### src/rtl/imu_complementary_filter_assert.svh
// Assertion macros used by the complementary filter top level.
`ifndef IMU_COMPLEMENTARY_FILTER_ASSERT_SVH
`define IMU_COMPLEMENTARY_FILTER_ASSERT_SVH

// Checks a property on every rising clock edge outside reset.
`define ICF_ASSERT(lbl, prop, msg) \
    lbl: assert property (@(posedge clk) disable iff (!rst_n) (prop)) else $error(msg);

// Checks that a condition never holds on a rising clock edge outside reset.
`define ICF_ASSERT_NEVER(lbl, cond, msg) \
    lbl: assert property (@(posedge clk) disable iff (!rst_n) !(cond)) else $error(msg);

`endif

### src/rtl/icf_pkg.sv
// Types, constants and the arctangent table of the complementary filter.
package icf_pkg;

    localparam int CORDIC_ITERATIONS_DEF = 16;
    localparam int ANGLE_FRAC_BITS_DEF   = 16;

    localparam int ATAN_FRAC       = 24;
    localparam int ATAN_LEN        = 24;
    localparam int ATAN_IDX_W      = 5;
    localparam int ATAN_W          = 31;
    localparam int IN_SHIFT        = 20;
    localparam int RESET_ANGLE_DEG = 200;

    localparam int CFG_IDX_W  = 2;
    localparam int CFG_DATA_W = 17;

    localparam logic [CFG_IDX_W-1:0] REG_GYRO_SCALE   = 2'd0;
    localparam logic [CFG_IDX_W-1:0] REG_BLEND_WEIGHT = 2'd1;
    localparam logic [CFG_IDX_W-1:0] REG_GATE_LOW     = 2'd2;
    localparam logic [CFG_IDX_W-1:0] REG_GATE_HIGH    = 2'd3;

    localparam logic [15:0] GYRO_SCALE_RST   = 16'd10;
    localparam logic [16:0] BLEND_WEIGHT_RST = 17'd64225;
    localparam logic [16:0] GATE_LOW_RST     = 17'd8192;
    localparam logic [16:0] GATE_HIGH_RST    = 17'd32768;
    localparam logic [16:0] BLEND_ONE        = 17'd65536;

    typedef struct packed {
        logic signed [15:0] gyro_rate_x;
        logic signed [15:0] gyro_rate_y;
        logic signed [15:0] accel_x;
        logic signed [15:0] accel_y;
        logic signed [15:0] accel_z;
    } sample_t;

    typedef struct packed {
        logic signed [31:0] pitch_out;
        logic signed [31:0] roll_out;
        logic               accel_applied;
    } angle_t;

    typedef struct packed {
        logic load;
        logic gyro;
        logic cinit;
        logic citer;
        logic mul_old;
        logic mul_new;
        logic finish;
        logic out_load;
    } dp_cmd_t;

    typedef struct packed {
        logic applied;
        logic iter_last;
    } dp_status_t;

    typedef enum logic [2:0] {
        ST_IDLE,
        ST_GYRO,
        ST_CINIT,
        ST_CITER,
        ST_MUL_OLD,
        ST_MUL_NEW,
        ST_FINISH,
        ST_DELIVER
    } icf_state_t;

    // atan(2^-i) in degrees with ATAN_FRAC fraction bits.
    function automatic logic [ATAN_W-1:0] atan_deg(input logic [ATAN_IDX_W-1:0] i);
        logic [ATAN_W-1:0] v;
        unique case (i)
            5'd0:    v = 31'd754974720;
            5'd1:    v = 31'd445687602;
            5'd2:    v = 31'd235489088;
            5'd3:    v = 31'd119537938;
            5'd4:    v = 31'd60000934;
            5'd5:    v = 31'd30029717;
            5'd6:    v = 31'd15018523;
            5'd7:    v = 31'd7509720;
            5'd8:    v = 31'd3754917;
            5'd9:    v = 31'd1877466;
            5'd10:   v = 31'd938734;
            5'd11:   v = 31'd469367;
            5'd12:   v = 31'd234684;
            5'd13:   v = 31'd117342;
            5'd14:   v = 31'd58671;
            5'd15:   v = 31'd29335;
            5'd16:   v = 31'd14668;
            5'd17:   v = 31'd7334;
            5'd18:   v = 31'd3667;
            5'd19:   v = 31'd1833;
            5'd20:   v = 31'd917;
            5'd21:   v = 31'd458;
            5'd22:   v = 31'd229;
            5'd23:   v = 31'd115;
            default: v = '0;
        endcase
        return v;
    endfunction

endpackage

### src/rtl/icf_ctrl.sv
// Sequencer of the complementary filter: steps the datapath through one sample.
module icf_ctrl (
    input  logic                clk,
    input  logic                rst_n,
    input  logic                sample_valid,
    output logic                sample_stall,
    output logic                angle_valid,
    input  logic                angle_stall,
    input  icf_pkg::dp_status_t status,
    output icf_pkg::dp_cmd_t    cmd
);
    import icf_pkg::*;

    icf_state_t state_reg, state_next;
    logic       valid_reg, valid_next;

    always_ff @(posedge clk or negedge rst_n)
    begin
        if (!rst_n)
        begin
            state_reg <= ST_IDLE;
            valid_reg <= 1'b0;
        end
        else
        begin
            state_reg <= state_next;
            valid_reg <= valid_next;
        end
    end

    always_comb
    begin
        state_next = state_reg;
        cmd        = '0;
        valid_next = valid_reg;
        if (valid_reg && !angle_stall)
        begin
            valid_next = 1'b0;
        end
        unique case (state_reg)
            ST_IDLE:
            begin
                if (sample_valid)
                begin
                    cmd.load   = 1'b1;
                    state_next = ST_GYRO;
                end
            end
            ST_GYRO:
            begin
                cmd.gyro   = 1'b1;
                state_next = status.applied ? ST_CINIT : ST_DELIVER;
            end
            ST_CINIT:
            begin
                cmd.cinit  = 1'b1;
                state_next = ST_CITER;
            end
            ST_CITER:
            begin
                cmd.citer = 1'b1;
                if (status.iter_last)
                begin
                    state_next = ST_MUL_OLD;
                end
            end
            ST_MUL_OLD:
            begin
                cmd.mul_old = 1'b1;
                state_next  = ST_MUL_NEW;
            end
            ST_MUL_NEW:
            begin
                cmd.mul_new = 1'b1;
                state_next  = ST_FINISH;
            end
            ST_FINISH:
            begin
                cmd.finish = 1'b1;
                state_next = ST_DELIVER;
            end
            ST_DELIVER:
            begin
                // The output register is loaded only once the previous result is gone.
                if (!valid_reg || !angle_stall)
                begin
                    cmd.out_load = 1'b1;
                    valid_next   = 1'b1;
                    state_next   = ST_IDLE;
                end
            end
            default:
            begin
                state_next = ST_IDLE;
            end
        endcase
    end

    assign sample_stall = (state_reg != ST_IDLE);
    assign angle_valid  = valid_reg;

endmodule

### config.mk
export PLATFORM = sky130hd
export DESIGN_NAME = icf_ctrl
export DESIGN_NICKNAME = d
export VERILOG_FILES = /design/src/rtl/imu_complementary_filter_assert.svh /design/src/rtl/icf_pkg.sv /design/src/rtl/icf_ctrl.sv
export SDC_FILE = /design/constraint.sdc
export NUM_CORES = 1
export LEC_CHECK = 0
export BUFFER_PORTS_ARGS = -buffer_cell sky130_fd_sc_hd__buf_2
export CAP_MARGIN = 0
export CORE_AREA = 2 2 39 41
export CTS_CLUSTER_DIAMETER = 150
export DETAILED_ROUTE_END_ITERATION = 12
export DIE_AREA = 0 0 41 43
export GPL_TIMING_DRIVEN = 0
export PLACE_DENSITY = 0.52
export SETUP_SLACK_MARGIN = 0.1
export SYNTH_ARGS = -nofsm -noshare
export SYNTH_HDL_FRONTEND = slang
export SYNTH_SLANG_ARGS = --single-unit
### constraint.sdc
create_clock -name clk -period 1 [get_ports clk]
set_input_delay 0.15 -clock clk [delete_from_list [all_inputs] [get_ports clk]]
set_output_delay 0.15 -clock clk [all_outputs]
set_load 0.05 [all_outputs]
# == Yosys cells after proc, flatten, opt, wreduce, memory -nomap -nowiden ==
# Index checks and enable logic that the tools add are counted.
# word_totals
reg_bits,4
out_inout_bits,10
wordCells,37
# classes
n_eq_ne,10
muxes,18
n_reduce_logical,7
# op_table
cell,count
case mux 3 bit (8 select lines),1
2-to-1 mux 1 bit,13
== test 3 bit (second input constant),4
2-to-1 mux 3 bit,4
== test 3 x 2 -> 1 bit (second input constant),2
inequality test 2 bit (second input constant),3
== test 3 x 1 -> 1 bit (second input constant),1
logical NOT 3 bit,1
AND reduction 3 bit,1
nonzero test 3 bit,1
logical NOT 1 bit,2
logical AND 1 bit,1
logical OR 1 bit,1

# == Longest topological paths before layout ==
# depth
ltp_word,5
depth_mapped,4
mapped_depth_nobuf,3

# == Worst setup path after synthesis ==
# Ideal clock, no wire load.
# synth_path
path_type,flip-flop to output port
startpoint,reg state_reg[2]
endpoint,out cmd[5] (netlist name)
arrival_ps,1709
required_ps,850
path_slack_ps,-859
path_stages_with_launch,3
n_path_buf,1
path_cell_list,dfrtp_1 buf_2 nor3b_1
# synth_rtl
element,line,source
from (decl),icf_ctrl.sv:14,"icf_state_t state_reg, state_next;"
from (signal assigned),icf_ctrl.sv:26,state_reg <= state_next;
to (decl),icf_ctrl.sv:10,output icf_pkg::dp_cmd_t cmd

==> results.toml <==
[outcome]
status = "finished with violations"
violations = "negative setup slack"

[drt]
highest_layer = "met3"
vias_per_cell = 4.468
drt_iter0_markers = 3
dr_wl_met2_um = 407
firstDrtPassIters = 2
wl_per_cell_um = 10.78
routed_wl_um = 830
dr_wl_met3_um = 71
vias = 344
ant_nets = 0
wl_met1_um = 351
drc = 0

[final_layout]
diodes = 0
utilization = 0.4729
finalNetCount = 68
syn_to_final_growth_pct = 133.5
drive_gt1_frac = 0.7541
final_cells = 77
largest_reg_flops = 3
n_fill_cell = 136

[timing]
slew_viol_final = 0
fmax_mhz = 697.3
finalHoldViolations = 0
slew_headroom = 0.8365
final.setup_skew_ns = 0.01106
fin_ws_ns = -0.4341
setup_violations = 12
period_minus_slack_ns = 1.434
rsz0062_at_grt = "true"
fin_tns_setup_ns = -3.708
worst_pin_slew_ns = 0.2469
period_share = 1.434

[grt]
grt_usage = 0.1219
gr-total-overflow = 0
grt_pass1_wl_um = 1435
antenna_found_initial = 0
grt_start_max_net_pins = 10
first_global_vias = 330

[synthesis]
ys_types = 18
synth_area_sq_um = 280.3
syn_nets = 39
synth_edf_count = 0
netlist_instances = 33
avgSynthCellArea_sq_um = 8.493
yosysMostFrequentCell = "nor2_1"
async_flop_share = 1.000
yosysWarnings = 0
synth.ff_latch_count = 4
synth-seq-area-share = 0.3571
ys_top_cells_by_count = "nor2_1, a21oi_1, dfrtp_1"
yosys.area.top_type = "dfrtp_1"
ys.flop_type = "dfrtp_1"
synth_area_leaders = "dfrtp_1, nor2_1, a21oi_1"
synth_top_area_frac = 0.3571

[clocking]
cts_made_buffers = 3
cts_buffer_depth = 2
cts_tree = "done"
clk_pin_slew_ns = 0.05
clk_latency_ns = 0.25
htree_levels = 1
root_buffer = "clkbuf_4"
clock_sinks = 4

[floorplan]
die_w_um = 41
dieArea_sq_um = 1763
num_io_pins = 16
design.core.area_sq_um = 1384
chipHeight_um = 43
rows = 14
start_util = 0.2025

[critical_path]
crit_fanout = 3
critPathCaptureType = "output port"
cp.required_ns = 0.85
crit_arrival_ns = 1.28
cp-start-kind = "register"
rrSetupSlack_ns = -0.20
critPathKind = "register to output port"

[placed_design]
port-buffer-count = 15
gp_congestion = 0.6604
dp_hpwl_um = 505.9
dp_cells = 64

[hold_path]
min_path_type = "input pin to register"

[flow_run]
maxCapViolations = 0
repair_timing:
action                                  4_1_cts  5_1_grt
buffers inserted                              4        2
gates resized for setup                      24        9
hold buffers                                  1        0
endpoints found under the setup margin       13       14
pin swaps                                     2        2
endpoints found under the hold margin         4        0
cloned                                        1        1
placed cells by master, fill, tap and decap left out:
cell           Yosys  layout
buf_6              1      12
buf_2              1       6
buf_4              1       5
nor2_4             0       3
nor2_1             6       3
clkbuf_4           0       3
buf_8              0       3
and3b_2            0       2
nor3b_4            0       2
nand2_1            2       2
a21oi_1            4       2
dfrtp_2            0       2
dfrtp_1            4       2
and2_4             0       1
nand2_4            1       1
or3_4              0       1
nand3_4            0       1
a21oi_4            0       1
inv_1              1       1
a311oi_2           1       1
or3_1              2       1
o21ai_0            1       1
a31o_4             0       1
nand2b_1           1       1
a21oi_2            0       1
clkbuf_1           0       1
dlygate4sd3_1      0       1
layout make-up:
class / count / area (sq um) / share of cell area
Buffer: 3 / 33.78 / 0.05163
Clock buffer: 4 / 26.28 / 0.04015
Inverter: 1 / 3.754 / 0.005736
Multi-Input combinational cell: 25 / 244.0 / 0.3728
Sequential cell: 4 / 102.6 / 0.1568
Tap cell: 16 / 20.02 / 0.03059
Timing Repair Buffer: 24 / 224.0 / 0.3423
cell families (layout without fill, tap and decap cells):
logic type | Yosys count | count (layout) | share of synthesized area
AND/OR/NAND/NOR | 18 | 18 | 0.3705
AO/OA/AOI/OAI | 7 | 7 | 0.1741
flip-flops | 4 | 4 | 0.3572
buffers and inverters | 4 | 32 | 0.09819
layer usage:
layer | vias to the layer above | track usage
met5 | - | 0
met4 | 0 | 0.04000
met3 | 0 | 0.06283
met2 | 13 | 0.1688
met1 | 161 | 0.1591
li1 | 170 | -
critical path, cell delays in order, from the launching register on:
cell and delay (ns):
dfrtp_1 0.39, or3_4 0.41, nor2_4 0.10, buf_8 0.15
per-stage QoR:
stage / area (sq um) / hold WS (ns) / setup slack, ns
finish: 654.4 / 0.2147 / -0.4341
global route: 654.4 / 0.2279 / -0.4983
CTS: 613.1 / 0.2259 / -0.4442
detailed placement: 456.7 / -0.04015 / -0.2788
global placement: 456.7 / -0.04240 / -0.2723
floorplan: 361.6 / -0.1456 / -0.3169
path summary, 6_finish.rpt:
check	startpoint	end	cells after the start
min in group asynchronous	rst_n	state_reg[1]$_DFFE_PN0P_	2
max in group asynchronous	rst_n	state_reg[2]$_DFFE_PN0P_	2
worst min register to register	angle_valid$_DFF_PN0_	angle_valid$_DFF_PN0_	3
worst min-delay path	angle_stall	angle_valid$_DFF_PN0_	3
worst max-delay path	state_reg[0]$_DFFE_PN0P_	cmd[7]	3
worst max register to register	state_reg[0]$_DFFE_PN0P_	state_reg[2]$_DFFE_PN0P_	5
Power is left out: the tool's default activity adds up to more than one toggle a clock period on the data nets, which glitch-free logic cannot reach.
